--- src/rtl/ping_round_trip_tracker_core_assert.svh ---
// Assertion macros for the ping round-trip tracker.
`ifndef PING_ROUND_TRIP_TRACKER_CORE_ASSERT_SVH
`define PING_ROUND_TRIP_TRACKER_CORE_ASSERT_SVH

// Same-cycle implication, sampled on the rising clock, off during reset.
`define PRTT_ASSERT_IMPL(lbl, clk, rst_n, ante, cons, msg) \
    lbl: assert property (@(posedge clk) disable iff (!rst_n) (ante) |-> (cons)) \
        else $error(msg);

// Next-cycle implication, sampled on the rising clock, off during reset.
`define PRTT_ASSERT_NEXT(lbl, clk, rst_n, ante, cons, msg) \
    lbl: assert property (@(posedge clk) disable iff (!rst_n) (ante) |=> (cons)) \
        else $error(msg);

`endif

--- src/rtl/prtt_pkg.sv ---
// Shared constants, beat types, command/status structs and helpers of the tracker.
`default_nettype none

package prtt_pkg;

    // block constants
    localparam int MAX_FINAL  = 255;
    localparam int TIME_BITS  = 48;
    localparam int IN_TIME_W  = 48;
    localparam int MEAN_W     = 56;
    localparam int FRAC_BITS  = 8;
    localparam int NUM_W      = TIME_BITS + FRAC_BITS;
    localparam int DCNT_W     = $clog2(NUM_W);

    localparam logic [7:0] MIN_FINAL     = 8'd3;
    localparam logic [7:0] IDX_STEP      = 8'd2;
    localparam logic [7:0] START_MARKER  = 8'hFF;
    localparam logic [7:0] DFLT_FINAL_RST = 8'd10;

    localparam logic KIND_START = 1'b0;
    localparam logic KIND_PING  = 1'b1;
    localparam logic STATUS_OK  = 1'b0;
    localparam logic STATUS_ERR = 1'b1;

    // configuration port
    localparam int NUM_REGS   = 2;
    localparam int APB_DATA_W = 64;
    localparam int PADDR_W    = $clog2(8 * NUM_REGS);
    localparam int REG_IDX_W  = PADDR_W - 3;
    localparam logic [REG_IDX_W-1:0] REG_STREAM_ID     = REG_IDX_W'(0);
    localparam logic [REG_IDX_W-1:0] REG_DEFAULT_FINAL = REG_IDX_W'(1);

    typedef struct packed {
        logic                 kind;
        logic [7:0]           ping_index;
        logic [7:0]           peer_final;
        logic [IN_TIME_W-1:0] time_now;
    } t_in_beat;

    typedef struct packed {
        logic              status;
        logic              send_ping;
        logic [7:0]        send_index;
        logic [7:0]        send_final;
        logic [63:0]       send_stream;
        logic              done_res;
        logic [MEAN_W-1:0] mean_round_trip;
    } t_out_beat;

    typedef struct packed {
        logic [63:0] stream_id;
        logic [7:0]  default_final;
    } t_cfg;

    typedef struct packed {
        logic eval;      // input beat accepted: evaluate and update exchange
        logic div_step;  // one quotient bit
        logic load;      // move staged result into the output register
    } t_cmd;

    typedef struct packed {
        logic need_div;  // valid with eval
        logic div_last;  // divider on its final bit
    } t_stat;

    // ceil(fin/2)+1, kept to 8 bits
    function automatic logic [7:0] cap_of(input logic [7:0] fin);
        logic [8:0] s;
        s = 9'(fin >> 1) + 9'(fin[0]) + 9'd1;
        return s[7:0];
    endfunction

    // low TIME_BITS bits of the incoming time stamp
    function automatic logic [TIME_BITS-1:0] time_of(input logic [IN_TIME_W-1:0] t);
        logic [63:0] w;
        w = 64'(t);
        return w[TIME_BITS-1:0];
    endfunction

endpackage

`default_nettype wire

--- src/rtl/prtt_stream_if.sv ---
// Valid/ready channel interfaces for input and result beats.
`default_nettype none

interface prtt_in_if import prtt_pkg::*; ();
    logic     valid;
    logic     ready;
    t_in_beat payload;

    modport source (output valid, output payload, input ready);
    modport sink   (input valid, input payload, output ready);
endinterface

interface prtt_out_if import prtt_pkg::*; ();
    logic      valid;
    logic      ready;
    t_out_beat payload;

    modport source (output valid, output payload, input ready);
    modport sink   (input valid, input payload, output ready);
endinterface

`default_nettype wire

--- src/rtl/prtt_cfg.sv ---
// APB-style register bank: stream id and default final index.
`default_nettype none

module prtt_cfg import prtt_pkg::*; (
    input  wire logic                  i_clk,
    input  wire logic                  i_rst_n,
    input  wire logic                  psel,
    input  wire logic                  penable,
    input  wire logic                  pwrite,
    input  wire logic [PADDR_W-1:0]    paddr,
    input  wire logic [APB_DATA_W-1:0] pwdata,
    output logic      [APB_DATA_W-1:0] prdata,
    output logic                       pready,
    output t_cfg                       o_cfg
);

    logic [63:0]          r_stream_id, n_stream_id;
    logic [7:0]           r_default_final, n_default_final;
    logic [REG_IDX_W-1:0] reg_idx;
    logic                 wr_en;

    assign reg_idx = paddr[PADDR_W-1:3];
    assign wr_en   = psel && penable && pwrite;
    assign pready  = 1'b1;

    always_comb begin
        n_stream_id     = r_stream_id;
        n_default_final = r_default_final;
        if (wr_en) begin
            case (reg_idx)
                REG_STREAM_ID: begin
                    n_stream_id = pwdata[63:0];
                end
                REG_DEFAULT_FINAL: begin
                    n_default_final = pwdata[7:0];
                end
                default: begin
                end
            endcase
        end
    end

    always_ff @(posedge i_clk) begin
        if (!i_rst_n) begin
            r_stream_id     <= '0;
            r_default_final <= DFLT_FINAL_RST;
        end else begin
            r_stream_id     <= n_stream_id;
            r_default_final <= n_default_final;
        end
    end

    always_comb begin
        case (reg_idx)
            REG_STREAM_ID:     prdata = APB_DATA_W'(r_stream_id);
            REG_DEFAULT_FINAL: prdata = APB_DATA_W'(r_default_final);
            default:           prdata = '0;
        endcase
    end

    assign o_cfg.stream_id     = r_stream_id;
    assign o_cfg.default_final = r_default_final;

endmodule

`default_nettype wire

--- src/rtl/prtt_ctrl.sv ---
// Controller: accept, divide and output-load sequencing, output valid flag.
`default_nettype none

module prtt_ctrl import prtt_pkg::*; (
    input  wire logic  i_clk,
    input  wire logic  i_rst_n,
    input  wire logic  i_in_valid,
    output logic       o_in_ready,
    output logic       o_out_valid,
    input  wire logic  i_out_ready,
    input  t_stat      i_stat,
    output t_cmd       o_cmd
);

    typedef enum logic [2:0] {
        S_IDLE = 3'b001,
        S_DIV  = 3'b010,
        S_LOAD = 3'b100
    } t_state;

    t_state r_state, n_state;
    logic   r_out_valid, n_out_valid;
    logic   slot_free;

    assign slot_free = !r_out_valid || i_out_ready;

    always_comb begin
        n_state      = r_state;
        o_cmd        = '0;
        o_in_ready   = 1'b0;
        case (r_state)
            S_IDLE: begin
                o_in_ready = 1'b1;
                if (i_in_valid) begin
                    o_cmd.eval = 1'b1;
                    n_state    = i_stat.need_div ? S_DIV : S_LOAD;
                end
            end
            S_DIV: begin
                o_cmd.div_step = 1'b1;
                if (i_stat.div_last) begin
                    n_state = S_LOAD;
                end
            end
            S_LOAD: begin
                if (slot_free) begin
                    o_cmd.load = 1'b1;
                    n_state    = S_IDLE;
                end
            end
            default: begin
                n_state = S_IDLE;
            end
        endcase
    end

    always_comb begin
        n_out_valid = r_out_valid;
        if (i_out_ready) begin
            n_out_valid = 1'b0;
        end
        if (o_cmd.load) begin
            n_out_valid = 1'b1;
        end
    end

    always_ff @(posedge i_clk) begin
        if (!i_rst_n) begin
            r_state     <= S_IDLE;
            r_out_valid <= 1'b0;
        end else begin
            r_state     <= n_state;
            r_out_valid <= n_out_valid;
        end
    end

    assign o_out_valid = r_out_valid;

endmodule

`default_nettype wire

--- src/rtl/prtt_dpath.sv ---
// Datapath: exchange state, beat evaluation, restoring divider, result registers.
`default_nettype none

module prtt_dpath import prtt_pkg::*; (
    input  wire logic  i_clk,
    input  wire logic  i_rst_n,
    input  t_cmd       i_cmd,
    input  t_cfg       i_cfg,
    input  t_in_beat   i_beat,
    output t_stat      o_stat,
    output t_out_beat  o_out
);

    // exchange state
    logic                 r_active, n_active;
    logic [7:0]           r_cap, n_cap;
    logic [7:0]           r_count, n_count;
    logic                 r_order_bad, n_order_bad;
    logic [TIME_BITS-1:0] r_first, n_first;
    logic [7:0]           r_last_idx, n_last_idx;

    // staged result and divider
    t_out_beat            r_res, n_res;
    t_out_beat            r_out, n_out;
    logic [7:0]           r_rem, n_rem;
    logic [NUM_W-1:0]     r_quo, n_quo;
    logic [7:0]           r_dvsr, n_dvsr;
    logic [DCNT_W-1:0]    r_dcnt, n_dcnt;

    // evaluation terms
    logic [TIME_BITS-1:0] t_now;
    logic [7:0]           idx, fin;
    logic                 fin_bad;
    logic [7:0]           cnt0, cap_e, cnt_new;
    logic                 step_bad, ob_new, full;
    logic [TIME_BITS-1:0] first_new, dt;
    logic [7:0]           dvsr_e;
    logic                 need_div;

    // divider step
    logic [8:0]           rem_sh;
    logic                 ge;
    logic [63:0]          quo_w;
    logic [MEAN_W-1:0]    mean_sat;

    assign t_now   = time_of(i_beat.time_now);
    assign idx     = i_beat.ping_index;
    assign fin     = i_beat.peer_final;
    assign fin_bad = (9'(fin) > 9'(MAX_FINAL)) || (fin < MIN_FINAL) || (fin < idx);

    assign cnt0      = r_active ? r_count : 8'd0;
    assign cap_e     = r_active ? r_cap : cap_of(fin);
    assign cnt_new   = cnt0 + 8'd1;
    assign step_bad  = (cnt0 != 8'd0) && (8'(idx - r_last_idx) != IDX_STEP);
    assign ob_new    = (r_active && r_order_bad) || step_bad;
    assign full      = cnt_new >= cap_e;
    assign first_new = (cnt0 == 8'd0) ? t_now : r_first;
    assign dt        = t_now - first_new;
    assign dvsr_e    = (cap_e > 8'd1) ? 8'(cap_e - 8'd1) : 8'd1;

    assign rem_sh = {r_rem, r_quo[NUM_W-1]};
    assign ge     = rem_sh >= {1'b0, r_dvsr};

    assign quo_w    = 64'(r_quo);
    assign mean_sat = (quo_w[63:MEAN_W] != '0) ? {MEAN_W{1'b1}} : quo_w[MEAN_W-1:0];

    always_comb begin
        n_active    = r_active;
        n_cap       = r_cap;
        n_count     = r_count;
        n_order_bad = r_order_bad;
        n_first     = r_first;
        n_last_idx  = r_last_idx;
        n_res       = r_res;
        n_out       = r_out;
        n_rem       = r_rem;
        n_quo       = r_quo;
        n_dvsr      = r_dvsr;
        n_dcnt      = r_dcnt;
        need_div    = 1'b0;

        if (i_cmd.eval) begin
            n_res       = '0;
            n_rem       = '0;
            n_quo       = {dt, {FRAC_BITS{1'b0}}};
            n_dvsr      = dvsr_e;
            n_dcnt      = DCNT_W'(NUM_W - 1);
            // any branch that ends the exchange leaves these cleared
            n_active    = 1'b0;
            n_cap       = '0;
            n_count     = '0;
            n_order_bad = 1'b0;

            if (i_beat.kind == KIND_START) begin
                n_active          = 1'b1;
                n_cap             = cap_of(i_cfg.default_final);
                n_count           = 8'd1;
                n_first           = t_now;
                n_last_idx        = START_MARKER;
                n_res.send_ping   = 1'b1;
                n_res.send_index  = 8'd0;
                n_res.send_final  = i_cfg.default_final;
                n_res.send_stream = i_cfg.stream_id;
            end else if (fin_bad) begin
                n_res.status = STATUS_ERR;
            end else if (!r_active && (idx != 8'd0)) begin
                n_res.status = STATUS_ERR;
            end else if (r_active && (r_count >= r_cap)) begin
                n_res.status = STATUS_ERR;
            end else begin
                if (idx != fin) begin
                    n_res.send_ping   = 1'b1;
                    n_res.send_index  = 8'(idx + 8'd1);
                    n_res.send_final  = fin;
                    n_res.send_stream = i_cfg.stream_id;
                end
                if (full) begin
                    if (ob_new) begin
                        n_res.status = STATUS_ERR;
                    end else begin
                        n_res.done_res = 1'b1;
                        need_div       = 1'b1;
                    end
                end else begin
                    n_active    = 1'b1;
                    n_cap       = cap_e;
                    n_count     = cnt_new;
                    n_order_bad = ob_new;
                    n_first     = first_new;
                    n_last_idx  = idx;
                end
            end
        end

        if (i_cmd.div_step) begin
            n_rem  = ge ? 8'(rem_sh - {1'b0, r_dvsr}) : rem_sh[7:0];
            n_quo  = {r_quo[NUM_W-2:0], ge};
            n_dcnt = r_dcnt - DCNT_W'(1);
        end

        if (i_cmd.load) begin
            n_out                 = r_res;
            n_out.mean_round_trip = r_res.done_res ? mean_sat : '0;
        end
    end

    always_ff @(posedge i_clk) begin
        if (!i_rst_n) begin
            r_active    <= 1'b0;
            r_cap       <= '0;
            r_count     <= '0;
            r_order_bad <= 1'b0;
        end else begin
            r_active    <= n_active;
            r_cap       <= n_cap;
            r_count     <= n_count;
            r_order_bad <= n_order_bad;
        end
    end

    always_ff @(posedge i_clk) begin
        r_first    <= n_first;
        r_last_idx <= n_last_idx;
        r_res      <= n_res;
        r_out      <= n_out;
        r_rem      <= n_rem;
        r_quo      <= n_quo;
        r_dvsr     <= n_dvsr;
        r_dcnt     <= n_dcnt;
    end

    assign o_stat.need_div = need_div;
    assign o_stat.div_last = (r_dcnt == '0);
    assign o_out           = r_out;

endmodule

`default_nettype wire

--- src/rtl/ping_round_trip_tracker_core.sv ---
// Top level of the ping round-trip tracker: register bank, controller and datapath.
//
// Follows one alternating ping exchange and gives exactly one result beat per input
// beat. A start beat (kind 0) opens an exchange with a marker entry and requests
// ping 0 using default_final; received pings (kind 1) are checked, recorded, and
// the next index is requested unless the ping was the final one. When the exchange
// holds ceil(final/2)+1 entries the result carries the mean entry spacing with 8
// fraction bits, or status 1 if the indices did not step by 2. Any error clears the
// exchange. Timing: a beat is taken only in idle. A beat that needs no divide (every
// beat but one that completes with a valid mean) goes from idle to the load state,
// which loads its result into the output register and returns to idle, where the
// next beat can be taken. A beat that completes with a valid mean first runs a
// restoring divider by (capacity-1), one quotient bit per cycle over TIME_BITS+8 =
// 56 bits, and then passes through the load state. The load waits while the output
// register still holds a result that is not taken. The output register decouples
// the two sides: the next beat is accepted while a result still waits to be taken.
// Registers sit on the APB-style port at byte 0 (stream_id, 64 bits) and byte 8
// (default_final); writes are expected only while the block is idle.
`default_nettype none

`include "ping_round_trip_tracker_core_assert.svh"

module ping_round_trip_tracker_core import prtt_pkg::*; (
    input  wire logic                  i_clk,
    input  wire logic                  i_rst_n,
    prtt_in_if.sink                    i_in_beat,
    prtt_out_if.source                 o_out_beat,
    input  wire logic                  psel,
    input  wire logic                  penable,
    input  wire logic                  pwrite,
    input  wire logic [PADDR_W-1:0]    paddr,
    input  wire logic [APB_DATA_W-1:0] pwdata,
    output logic      [APB_DATA_W-1:0] prdata,
    output logic                       pready
);

    t_cfg      cfg;
    t_cmd      cmd;
    t_stat     stat;
    t_out_beat out_beat;
    logic      in_ready;
    logic      out_valid;

    prtt_cfg u_cfg (
        .i_clk   (i_clk),
        .i_rst_n (i_rst_n),
        .psel    (psel),
        .penable (penable),
        .pwrite  (pwrite),
        .paddr   (paddr),
        .pwdata  (pwdata),
        .prdata  (prdata),
        .pready  (pready),
        .o_cfg   (cfg)
    );

    // sequencing: idle -> (divide) -> load output register
    prtt_ctrl u_ctrl (
        .i_clk       (i_clk),
        .i_rst_n     (i_rst_n),
        .i_in_valid  (i_in_beat.valid),
        .o_in_ready  (in_ready),
        .o_out_valid (out_valid),
        .i_out_ready (o_out_beat.ready),
        .i_stat      (stat),
        .o_cmd       (cmd)
    );

    // exchange bookkeeping, mean divider, result beat
    prtt_dpath u_dpath (
        .i_clk   (i_clk),
        .i_rst_n (i_rst_n),
        .i_cmd   (cmd),
        .i_cfg   (cfg),
        .i_beat  (i_in_beat.payload),
        .o_stat  (stat),
        .o_out   (out_beat)
    );

    assign i_in_beat.ready    = in_ready;
    assign o_out_beat.valid   = out_valid;
    assign o_out_beat.payload = out_beat;

    // one beat in flight: no accept right after an accept
    `PRTT_ASSERT_NEXT(a_one_in_flight, i_clk, i_rst_n, i_in_beat.valid && in_ready, !in_ready, "beat accepted while previous beat still in work")
    // no new beat while the divider runs
    `PRTT_ASSERT_IMPL(a_busy_div, i_clk, i_rst_n, cmd.div_step, !in_ready && !cmd.load, "input open or load during divide")
    // a load always presents a result in the next cycle
    `PRTT_ASSERT_NEXT(a_load_valid, i_clk, i_rst_n, cmd.load, out_valid, "loaded result not presented")
    // a load never overwrites a result that was not taken
    `PRTT_ASSERT_IMPL(a_no_overwrite, i_clk, i_rst_n, cmd.load && out_valid, o_out_beat.ready, "untaken result overwritten")

endmodule

`default_nettype wire
--- src/flat_wrapper.sv ---
// flat-port wrapper written by rule: the top's interface ports become plain ports
module ping_round_trip_tracker_core_flat import prtt_pkg::*;
  (i_clk, i_rst_n, psel, penable, pwrite, paddr, pwdata, prdata, pready, i_in_beat_valid, i_in_beat_payload, i_in_beat_ready, o_out_beat_valid, o_out_beat_payload, o_out_beat_ready);
  prtt_in_if i_in_beat_i ();
  prtt_out_if o_out_beat_i ();
  input  wire logic i_clk;
  input  wire logic i_rst_n;
  input  wire logic psel;
  input  wire logic penable;
  input  wire logic pwrite;
  input  wire logic [PADDR_W-1:0] paddr;
  input  wire logic [APB_DATA_W-1:0] pwdata;
  output logic      [APB_DATA_W-1:0] prdata;
  output logic pready;
  input wire logic [$bits(i_in_beat_i.valid)-1:0] i_in_beat_valid;
  input wire logic [$bits(i_in_beat_i.payload)-1:0] i_in_beat_payload;
  output wire logic [$bits(i_in_beat_i.ready)-1:0] i_in_beat_ready;
  output wire logic [$bits(o_out_beat_i.valid)-1:0] o_out_beat_valid;
  output wire logic [$bits(o_out_beat_i.payload)-1:0] o_out_beat_payload;
  input wire logic [$bits(o_out_beat_i.ready)-1:0] o_out_beat_ready;
  assign i_in_beat_i.valid = i_in_beat_valid;
  assign i_in_beat_i.payload = i_in_beat_payload;
  assign i_in_beat_ready = i_in_beat_i.ready;
  assign o_out_beat_valid = o_out_beat_i.valid;
  assign o_out_beat_payload = o_out_beat_i.payload;
  assign o_out_beat_i.ready = o_out_beat_ready;
  ping_round_trip_tracker_core u_core (.i_clk(i_clk), .i_rst_n(i_rst_n), .i_in_beat(i_in_beat_i), .o_out_beat(o_out_beat_i), .psel(psel), .penable(penable), .pwrite(pwrite), .paddr(paddr), .pwdata(pwdata), .prdata(prdata), .pready(pready));
endmodule
--- config.mk ---
export PLATFORM = sky130hd
export DESIGN_NAME = ping_round_trip_tracker_core_flat
export DESIGN_NICKNAME = d
export VERILOG_FILES = /design/src/rtl/prtt_pkg.sv /design/src/rtl/prtt_stream_if.sv /design/src/rtl/prtt_cfg.sv /design/src/rtl/prtt_ctrl.sv /design/src/rtl/prtt_dpath.sv /design/src/rtl/ping_round_trip_tracker_core.sv /design/src/flat_wrapper.sv
export VERILOG_INCLUDE_DIRS = /design/src /design/src/rtl
export SDC_FILE = /design/constraint.sdc
export NUM_CORES = 1
export LEC_CHECK = 0
export BUFFER_PORTS_ARGS = -buffer_cell sky130_fd_sc_hd__buf_4
export CAP_MARGIN = 20
export CORE_ASPECT_RATIO = 1.5
export CORE_MARGIN = 1.5
export CORE_UTILIZATION = 45
export CTS_CLUSTER_SIZE = 8
export DETAILED_ROUTE_END_ITERATION = 10
export MAX_ROUTING_LAYER = met4
export PLACE_DENSITY = 0.64
export SLEW_MARGIN = 10
export SYNTH_ARGS = -nofsm -noshare
export SYNTH_HDL_FRONTEND = slang
export SYNTH_SLANG_ARGS = --single-unit
--- constraint.sdc ---
create_clock -name i_clk -period 7.6 [get_ports i_clk]
set_input_delay 0 -clock i_clk [delete_from_list [all_inputs] [get_ports i_clk]]
set_output_delay 0 -clock i_clk [all_outputs]
set_load 0.1 [all_outputs]
==> results of run 1 <==
critical path: cells and delay by family (launching register included):
| family | cells | cell delay (ps) |
|---|---|---|
| flops | 1 | 990 |
| fa+ha+maj | 3 | 980 |
| simple gates | 4 | 1160 |
| compound gates | 7 | 2050 |
| xor+xnor | 1 | 160 |
metrics by stage:
stage                     instance area (um^2)  setup slack (ps)  hold slack (ps)  power [mW]
after floorplan                          22000               635              124        3.53
after global placement                   25100              2010              222        3.77
after detailed placement                 25100              2000              221        3.79
after CTS                                28400              1970              181        6.59
after global routing                     28500              1660              210        6.79
final                                    28500              1940              207        6.51
power by group through the flow:
stage | sequential, mW | clock (mW) | combinational, mW
final | 2.87 | 2.71 | 0.936
after global routing | 2.88 | 2.89 | 1.02
after CTS | 2.87 | 2.79 | 0.936
after floorplan | 2.97 | 0 | 0.559
after detailed placement | 2.92 | 0 | 0.873
after global placement | 2.91 | 0 | 0.860
cell usage after synthesis (21+ instances only):
| library cell | number | area [um^2] |
|---|---|---|
| sky130_fd_sc_hd__edfxtp_1 | 356 | 10700 |
| sky130_fd_sc_hd__nand2_1 | 239 | 897 |
| sky130_fd_sc_hd__a21oi_1 | 230 | 1150 |
| sky130_fd_sc_hd__nor2_1 | 153 | 574 |
| sky130_fd_sc_hd__and2_1 | 135 | 845 |
| sky130_fd_sc_hd__ha_1 | 98 | 1230 |
| sky130_fd_sc_hd__dfxtp_1 | 94 | 1880 |
| sky130_fd_sc_hd__clkbuf_1 | 81 | 304 |
| sky130_fd_sc_hd__nor2b_1 | 72 | 450 |
| sky130_fd_sc_hd__inv_1 | 68 | 255 |
| sky130_fd_sc_hd__o21ai_0 | 64 | 320 |
| sky130_fd_sc_hd__mux2i_1 | 54 | 541 |
| sky130_fd_sc_hd__xnor2_1 | 45 | 394 |
| sky130_fd_sc_hd__nand3_1 | 36 | 180 |
| sky130_fd_sc_hd__xor2_1 | 33 | 289 |
| sky130_fd_sc_hd__a21o_1 | 28 | 210 |
| sky130_fd_sc_hd__nand4_1 | 21 | 131 |
timing repair:
| action | in CTS | in global routing |
|---|---|---|
| hold buffers | 138 | 0 |
| endpoints found under the hold margin | 155 | 0 |
| endpoints found under the setup margin | 0 | 0 |
cells in the final DEF (no fill, tap or decap), drive strengths merged, types with 37 or more instances in the layout:
cell and instances:
a21oi 231, and2 135, buf 355, clkbuf 102, dfxtp 94, dlygate4sd3 138, edfxtp 356, ha 98
inv 74, mux2i 54, nand2 239, nand3 37, nor2 154, nor2b 72, o21ai 67, xnor2 45
final timing paths:
kind / slack [ps] / to / cells after the start / startpoint
max reg2reg: 1940 / u_core.u_dpath.mean_sat[46] / 15 / u_core.u_dpath.r_active
min reg2reg: 410 / u_core.u_dpath.o_out[75] / 0 / u_core.u_dpath.r_res[75]
max: 1940 / u_core.u_dpath.mean_sat[46] / 15 / u_core.u_dpath.r_active
min: 210 / u_core.u_cfg.r_stream_id[0] / 4 / paddr[3]
registers in the layout, summed over array words and instances, names as in the netlist, 3 cells and up:
name,flops
u_core.u_dpath.r_dcnt,6
u_core.u_dpath.r_first,48
u_core.u_dpath.mean_sat,56
u_core.u_dpath.o_out,139
u_core.u_dpath.r_res,83
u_core.u_dpath.r_last_idx,8
u_core.u_dpath.r_rem,8
u_core.u_dpath.r_dvsr,8
u_core.u_cfg.r_stream_id,64
u_core.u_ctrl.r_state,3
u_core.u_dpath.r_count,8
u_core.u_cfg.r_default_final,8
u_core.u_dpath.r_cap,8
kinds of logic (layout without fill, tap and decap cells):
family / Yosys count / count (layout)
xor+xnor: 78 / 78
mux: 66 / 66
buf+inv: 164 / 671
other cells: 1 / 4
flops: 450 / 450
fa+ha+maj: 102 / 102
compound gates: 432 / 432
simple gates: 724 / 724
area by class of cell:
type | instances | share of cell area
inverter | 68 | 0.00906
clock buffer | 102 | 0.0628
multi-input combinational | 1403 | 0.310
tap | 656 | 0.0288
antenna | 3 | 0.000264
sequential | 450 | 0.442
clock inverter | 8 | 0.00426
timing repair buffer | 493 | 0.143
layer usage:
| layer | track usage | routed length, um |
|---|---|---|
| met5 | - | 0 |
| met1 | 0.242 | 21500 |
| met2 | 0.386 | 27600 |
| met4 | 0.106 | 2310 |
| met3 | 0.0661 | 4080 |
==> load_flow_metrics.sql, run 1 <==
INSERT INTO impl_metrics (metric_group, metric, value, unit) VALUES
('placement', 'post-dp-hpwl', '38.0', 'mm'),
('clock_network', 'total_cts_buffers', '66', ''),
('worst_setup_path', 'critPathLaunchType', 'flop', ''),
('logic_synthesis', 'synth_top_family_by_area', 'simple AND/OR/NAND/NOR gates', ''),
('logic_synthesis', 'area_fraction_in_and_or_nand_and_nor_cells_after_synthesis', '0.161', ''),
('floorplan', 'initial_core_util', '0.454', ''),
('power', 'combPwrFrac', '0.144', ''),
('timing', 'setup-tns-final', '0', 'ps'),
('floorplan', 'core.rowCount', '99', ''),
('detailed_routing', 'drt_iter0_drc', '762', ''),
('floorplan', 'die-area', '50200', 'um^2'),
('clock_network', 'cts.htree.levels', '3', ''),
('logic_synthesis', 'yosys_warnings', '0', ''),
('detailed_routing', 'drc', '0', ''),
('placement', 'gp_routability_congestion', '0.890', ''),
('timing', 'endpoints_failing_setup', '0', ''),
('logic_synthesis', 'ys_seq_elements', '450', ''),
('logic_synthesis', 'fraction_of_the_mapped_netlist_area_in_adder_cells', '0.0586', ''),
('logic_synthesis', 'synth_ff_type', 'sky130_fd_sc_hd__edfxtp_1', ''),
('floorplan', 'die_outline_height', '274', 'um'),
('logic_synthesis', 'post_synthesis_mean_instance_area', '10.9', 'um^2'),
('logic_synthesis', 'mappedNetlistNets', '2257', ''),
('power', 'power_frac_clock', '0.416', ''),
('outcome', 'outcome', 'finished, final reports clean', ''),
('timing', 'grt_setup_unrepaired', 'no', ''),
('grt', 'global_route_wire_length_before_repair', '87.1', 'mm'),
('cells_and_area', 'layout_cell_share_with_drive_strength_beyond_1', '0.187', ''),
('job', 'timing.max_cap.violations', '0', ''),
('clock_network', 'clkTransAtPathRegs', '50', 'ps'),
('worst_setup_path', 'critPathSlowestCell', 'sky130_fd_sc_hd__dfxtp_1', ''),
('logic_synthesis', 'synth.mux.area_fraction', '0.0307', ''),
('cells_and_area', 'multi_input_area', '8810', 'um^2'),
('worst_setup_path', 'critPathCaptureType', 'flop', ''),
('clock_network', 'tritoncts_clock_tree', 'yes', ''),
('worst_setup_path', 'arrival', '5930', 'ps'),
('clock_network', 'cts_setup_buffers', '0', ''),
('clock_network', 'worstSkewPairLatency', '580', 'ps'),
('logic_synthesis', 'post_synth_instance_area', '22000', 'um^2'),
('grt', 'antenna_found_initial', '3', ''),
('power', 'worst_ir_drop_vdd', '211', 'uV'),
('grt', 'grt_pass1_vias', '16900', ''),
('power', 'seqPwrFrac', '0.441', ''),
('cells_and_area', 'fillerInstances', '4040', ''),
('logic_synthesis', 'synth-edff-count', '356', ''),
('clock_network', 'cts_root_buffer', 'sky130_fd_sc_hd__clkbuf_16', ''),
('timing', 'timing.clock.skew', '16.7', 'ps'),
('detailed_routing', 'ant_nets', '0', ''),
('power', 'power_report.internal_total', '4.81', 'mW'),
('placement', 'placed_cells_incl_taps', '2930', ''),
('grt', 'grt_overflow', '0', ''),
('clock_network', 'cts-resized-gates', '0', ''),
('power', 'p_leak', '11.0', 'nW'),
('worst_setup_path', 'path_cells', 'nand2_1, ha_1, nand2_2, o21ai_0, ha_1, fa_1, nor2b_1, o2111ai_1, a21oi_1, o21bai_1, a2111oi_0, nor3b_1, o21ai_0, xnor2_1, a21oi_1', ''),
('floorplan', 'fp.dieW', '183', 'um'),
('timing', 'relSlewSlack', '0.281', ''),
('logic_synthesis', 'syn_inst', '2017', ''),
('timing', 'layout_worst_path_cycle_share', '0.744', ''),
('timing', 'achievable-frequency', '177', 'MHz'),
('cells_and_area', 'syn2layout_area_growth', '29.5', '%'),
('floorplan', 'io_pins', '346', ''),
('cells_and_area', 'layout.nets', '2722', ''),
('worst_setup_path', 'crit_required', '7870', 'ps'),
('logic_synthesis', 'synth_compound_area_frac', '0.118', ''),
('detailed_routing', 'drt_pass1_iterations', '5', ''),
('cells_and_area', 'area.sequential', '12600', 'um^2'),
('logic_synthesis', 'synthXorXnorAreaFrac', '0.0311', ''),
('logic_synthesis', 'synth.yosys.seq_area_share', '0.572', ''),
('cells_and_area', 'final_core_utilization', '0.588', ''),
('worst_setup_path', 'critical_path.max_stage_delay', '990', 'ps'),
('clock_network', 'cts.path.max_buffers', '3', ''),
('cells_and_area', 'post_route_insts_no_fill', '3183', '');
Power figures use the tool's default switching activity.
==> inputs of run 2 (changes only) <==
==> constraint.sdc (replaced) <==
create_clock -name i_clk -period 5.23 [get_ports i_clk]
set_input_delay 0 -clock i_clk [delete_from_list [all_inputs] [get_ports i_clk]]
set_output_delay 0 -clock i_clk [all_outputs]
set_load 0.1 [all_outputs]
==> run 2 against run 1 <==
Count of clock-buffer cells in the layout down 4. Non-clock buffer count is 1 lower. First-iteration DRC count increased by 31%. Die area unchanged. Clock skew rose by 4.0 ps. Worst setup slack worse by 1600 ps. Clock power grew 45%. Fmax grew 16%. Global-route usage down 0.092 points. Largest cell class unchanged.
==> load_flow_metrics.sql, run 2 (synthesized netlist as in run 1, its figures left out) <==
INSERT INTO impl_metrics (metric_group, metric, value, unit) VALUES
('outcome', 'outcome', 'finished, final reports clean', ''),
('cells_and_area', 'layout.nets', '2721', ''),
('clock_network', 'total_cts_buffers', '66', ''),
('placement', 'gp_routability_congestion', '0.908', ''),
('floorplan', 'fp.coreArea', '48400', 'um^2'),
('power', 'combPwrFrac', '0.144', ''),
('worst_setup_path', 'critical_path_cell_count', '16', ''),
('timing', 'achievable-frequency', '204', 'MHz'),
('floorplan', 'fp.dieW', '183', 'um'),
('clock_network', 'tritoncts_clock_tree', 'yes', ''),
('hold_path', 'worst_hold_path.num_cells', '5', ''),
('power', 'power_frac_clock', '0.415', ''),
('clock_network', 'cts.htree.levels', '3', ''),
('grt', 'maximum_number_of_pins_on_one_net_before_global_route_repair', '101', ''),
('cells_and_area', 'final_core_utilization', '0.587', ''),
('cells_and_area', 'postLayoutCellArea', '28400', 'um^2'),
('cells_and_area', 'layout_cell_share_with_drive_strength_beyond_1', '0.188', ''),
('timing', 'final_period_minus_worst_setup_slack', '4890', 'ps'),
('worst_setup_path', 'timing.critical_path.fanout_max', '17', ''),
('detailed_routing', 'drt_pass1_iterations', '5', ''),
('timing', 'finalHoldWorstSlack', '68.1', 'ps'),
('floorplan', 'die_outline_height', '274', 'um'),
('worst_setup_path', 'crit_required', '5520', 'ps'),
('worst_setup_path', 'path_delay_family', 'compound AO/OA/AOI/OAI gates', ''),
('clock_network', 'cts.sinks', '450', ''),
('power', 'seqPwrFrac', '0.441', ''),
('timing', 'timing.final.max_slew_violations', '0', ''),
('power', 'power_report.internal_total', '6.97', 'mW'),
('grt', 'grt_pass1_vias', '16800', ''),
('worst_setup_path', 'crit_buf_inv', '2', ''),
('floorplan', 'die-area', '50200', 'um^2'),
('worst_setup_path', 'critPathSlowestCell', 'sky130_fd_sc_hd__or4_1', ''),
('worst_setup_path', 'critical_path.max_stage_delay', '520', 'ps'),
('floorplan', 'core.rowCount', '99', ''),
('clock_network', 'clkTransAtPathRegs', '50', 'ps'),
('placement', 'post-dp-hpwl', '38.3', 'mm'),
('power', 'power.share.switching', '0.263', ''),
('placement', 'detailed_place.area', '25200', 'um^2'),
('detailed_routing', 'drt_iter0_drc', '1002', ''),
('worst_setup_path', 'reg2reg_depth', '16', ''),
('detailed_routing', 'drc', '0', ''),
('timing', 'worst_pin_slew', '1030', 'ps'),
('grt', 'grt_overflow', '0', ''),
('timing', 'endpoints_failing_setup', '0', ''),
('placement', 'numPortBuffers', '341', ''),
('worst_setup_path', 'arrival', '5180', 'ps'),
('power', 'p_leak', '11.0', 'nW'),
('power', 'power_density', '333', 'nW/um^2'),
('power', 'power.total', '9.46', 'mW'),
('clock_network', 'cts.path.max_buffers', '3', ''),
('power', 'worst_ir_drop_vdd', '273', 'uV'),
('placement', 'preCtsSetupSlack', '337', 'ps'),
('cells_and_area', 'largest_reg_flops', '139', ''),
('power', 'netSwitchingPower', '2.48', 'mW'),
('floorplan', 'io_pins', '346', ''),
('worst_setup_path', 'kind_of_critical_path', 'reg2reg', ''),
('worst_setup_path', 'critPathCaptureType', 'flop', ''),
('hold_path', 'class_of_the_worst_hold_path', 'in2reg', ''),
('cells_and_area', 'post_route_insts_no_fill', '3177', ''),
('grt', 'global_route.usage.total', '0.226', ''),
('job', 'timing.max_cap.violations', '0', ''),
('worst_setup_path', 'path_cells', 'or4_1, o31ai_1, nand2_2, buf_4, mux2i_1, ha_1, o21a_1, o31a_1, o31ai_2, o31ai_1, buf_4, a31oi_1, o21bai_1, a21oi_1, xnor2_1, a21oi_1', ''),
('timing', 'relSlewSlack', '0.313', ''),
('detailed_routing', 'route.detailed.wl_per_inst', '17.4', 'um'),
('cells_and_area', 'mostFrequentLayoutCells', 'sky130_fd_sc_hd__buf_4, sky130_fd_sc_hd__edfxtp_1, sky130_fd_sc_hd__nand2_1', ''),
('clock_network', 'worstSkewPairLatency', '580', 'ps'),
('detailed_routing', 'drt-vias-per-instance', '5.24', ''),
('detailed_routing', 'routed_wirelength', '55.4', 'mm'),
('worst_setup_path', 'critPathLaunchType', 'flop', ''),
('timing', 'finalHoldViolations', '0', ''),
('timing', 'timing.clock.skew', '20.7', 'ps'),
('timing', 'setup-tns-final', '0', 'ps'),
('timing', 'grt_setup_unrepaired', 'no', ''),
('placement', 'placed_cells_incl_taps', '2934', ''),
('detailed_routing', 'num_vias', '16600', ''),
('grt', 'antenna_found_initial', '2', ''),
('clock_network', 'cts_setup_buffers', '0', ''),
('detailed_routing', 'ant_nets', '0', ''),
('floorplan', 'initial_core_util', '0.454', ''),
('timing', 'layout_worst_path_cycle_share', '0.935', ''),
('clock_network', 'cts_root_buffer', 'sky130_fd_sc_hd__clkbuf_16', ''),
('grt', 'global_route_wire_length_before_repair', '87.3', 'mm'),
('timing', 'finalWorstSetupSlack', '339', 'ps'),
('cells_and_area', 'syn2layout_area_growth', '29.3', '%');
run 2: path summary, 6_finish.rpt:
check / from / endpoint / slack [ps]
hold reg to reg: u_core.u_dpath.r_res[135] / u_core.u_dpath.o_out[135] / 410
hold / removal: penable / u_core.u_cfg.r_stream_id[7] / 70
setup / recovery: u_core.u_dpath.r_count[2] / u_core.u_dpath.mean_sat[45] / 340
setup reg to reg: u_core.u_dpath.r_count[2] / u_core.u_dpath.mean_sat[45] / 340
run 2: worst reg2reg max path, stage by stage, from the launching register on:
cell and delay, ps:
sky130_fd_sc_hd__dfxtp_1 370, sky130_fd_sc_hd__or4_1 520, sky130_fd_sc_hd__o31ai_1 320, sky130_fd_sc_hd__nand2_2 320, sky130_fd_sc_hd__buf_4 350, sky130_fd_sc_hd__mux2i_1 240
sky130_fd_sc_hd__ha_1 310, sky130_fd_sc_hd__o21a_1 200, sky130_fd_sc_hd__o31a_1 130, sky130_fd_sc_hd__o31ai_2 440, sky130_fd_sc_hd__o31ai_1 120, sky130_fd_sc_hd__buf_4 170
sky130_fd_sc_hd__a31oi_1 420, sky130_fd_sc_hd__o21bai_1 200, sky130_fd_sc_hd__a21oi_1 240, sky130_fd_sc_hd__xnor2_1 150, sky130_fd_sc_hd__a21oi_1 100
run 2: cell type report:
cell class / instances / area (um^2)
inverters: 68 / 258
diodes: 2 / 5.00
repair buffers: 492 / 4040
flip-flops and latches: 450 / 12600
fillers: 3991 / 20000
clock buffers: 98 / 1770
well taps: 656 / 821
clock inverters: 8 / 123
multi-input cells: 1403 / 8820
run 2: power by group through the flow:
stage / clock network [mW] / registers (mW) / logic, mW
6_report: 3.93 / 4.17 / 1.36
2_1_floorplan: 0 / 4.31 / 0.812
3_3_place_gp: 0 / 4.23 / 1.26
5_1_grt: 4.16 / 4.18 / 1.49
3_5_place_dp: 0 / 4.24 / 1.28
4_1_cts: 4.02 / 4.17 / 1.36
run 2: per-layer routing:
layer  track usage  up-vias  part of all wire  routed length (um)
met5             -        -                 0                   0
met4        0.0815        0             0.029                1630
met3        0.0652      128             0.074                4090
met2         0.396      506              0.51               28400
met1         0.241     7878              0.38               21300
li1              -     8131                 -                   -
run 2: repair_timing:
item                                    CTS  global route
resized for setup                         0             1
hold buffers                            135             0
endpoints found under the setup margin    0             1
endpoints found under the hold margin   154             0
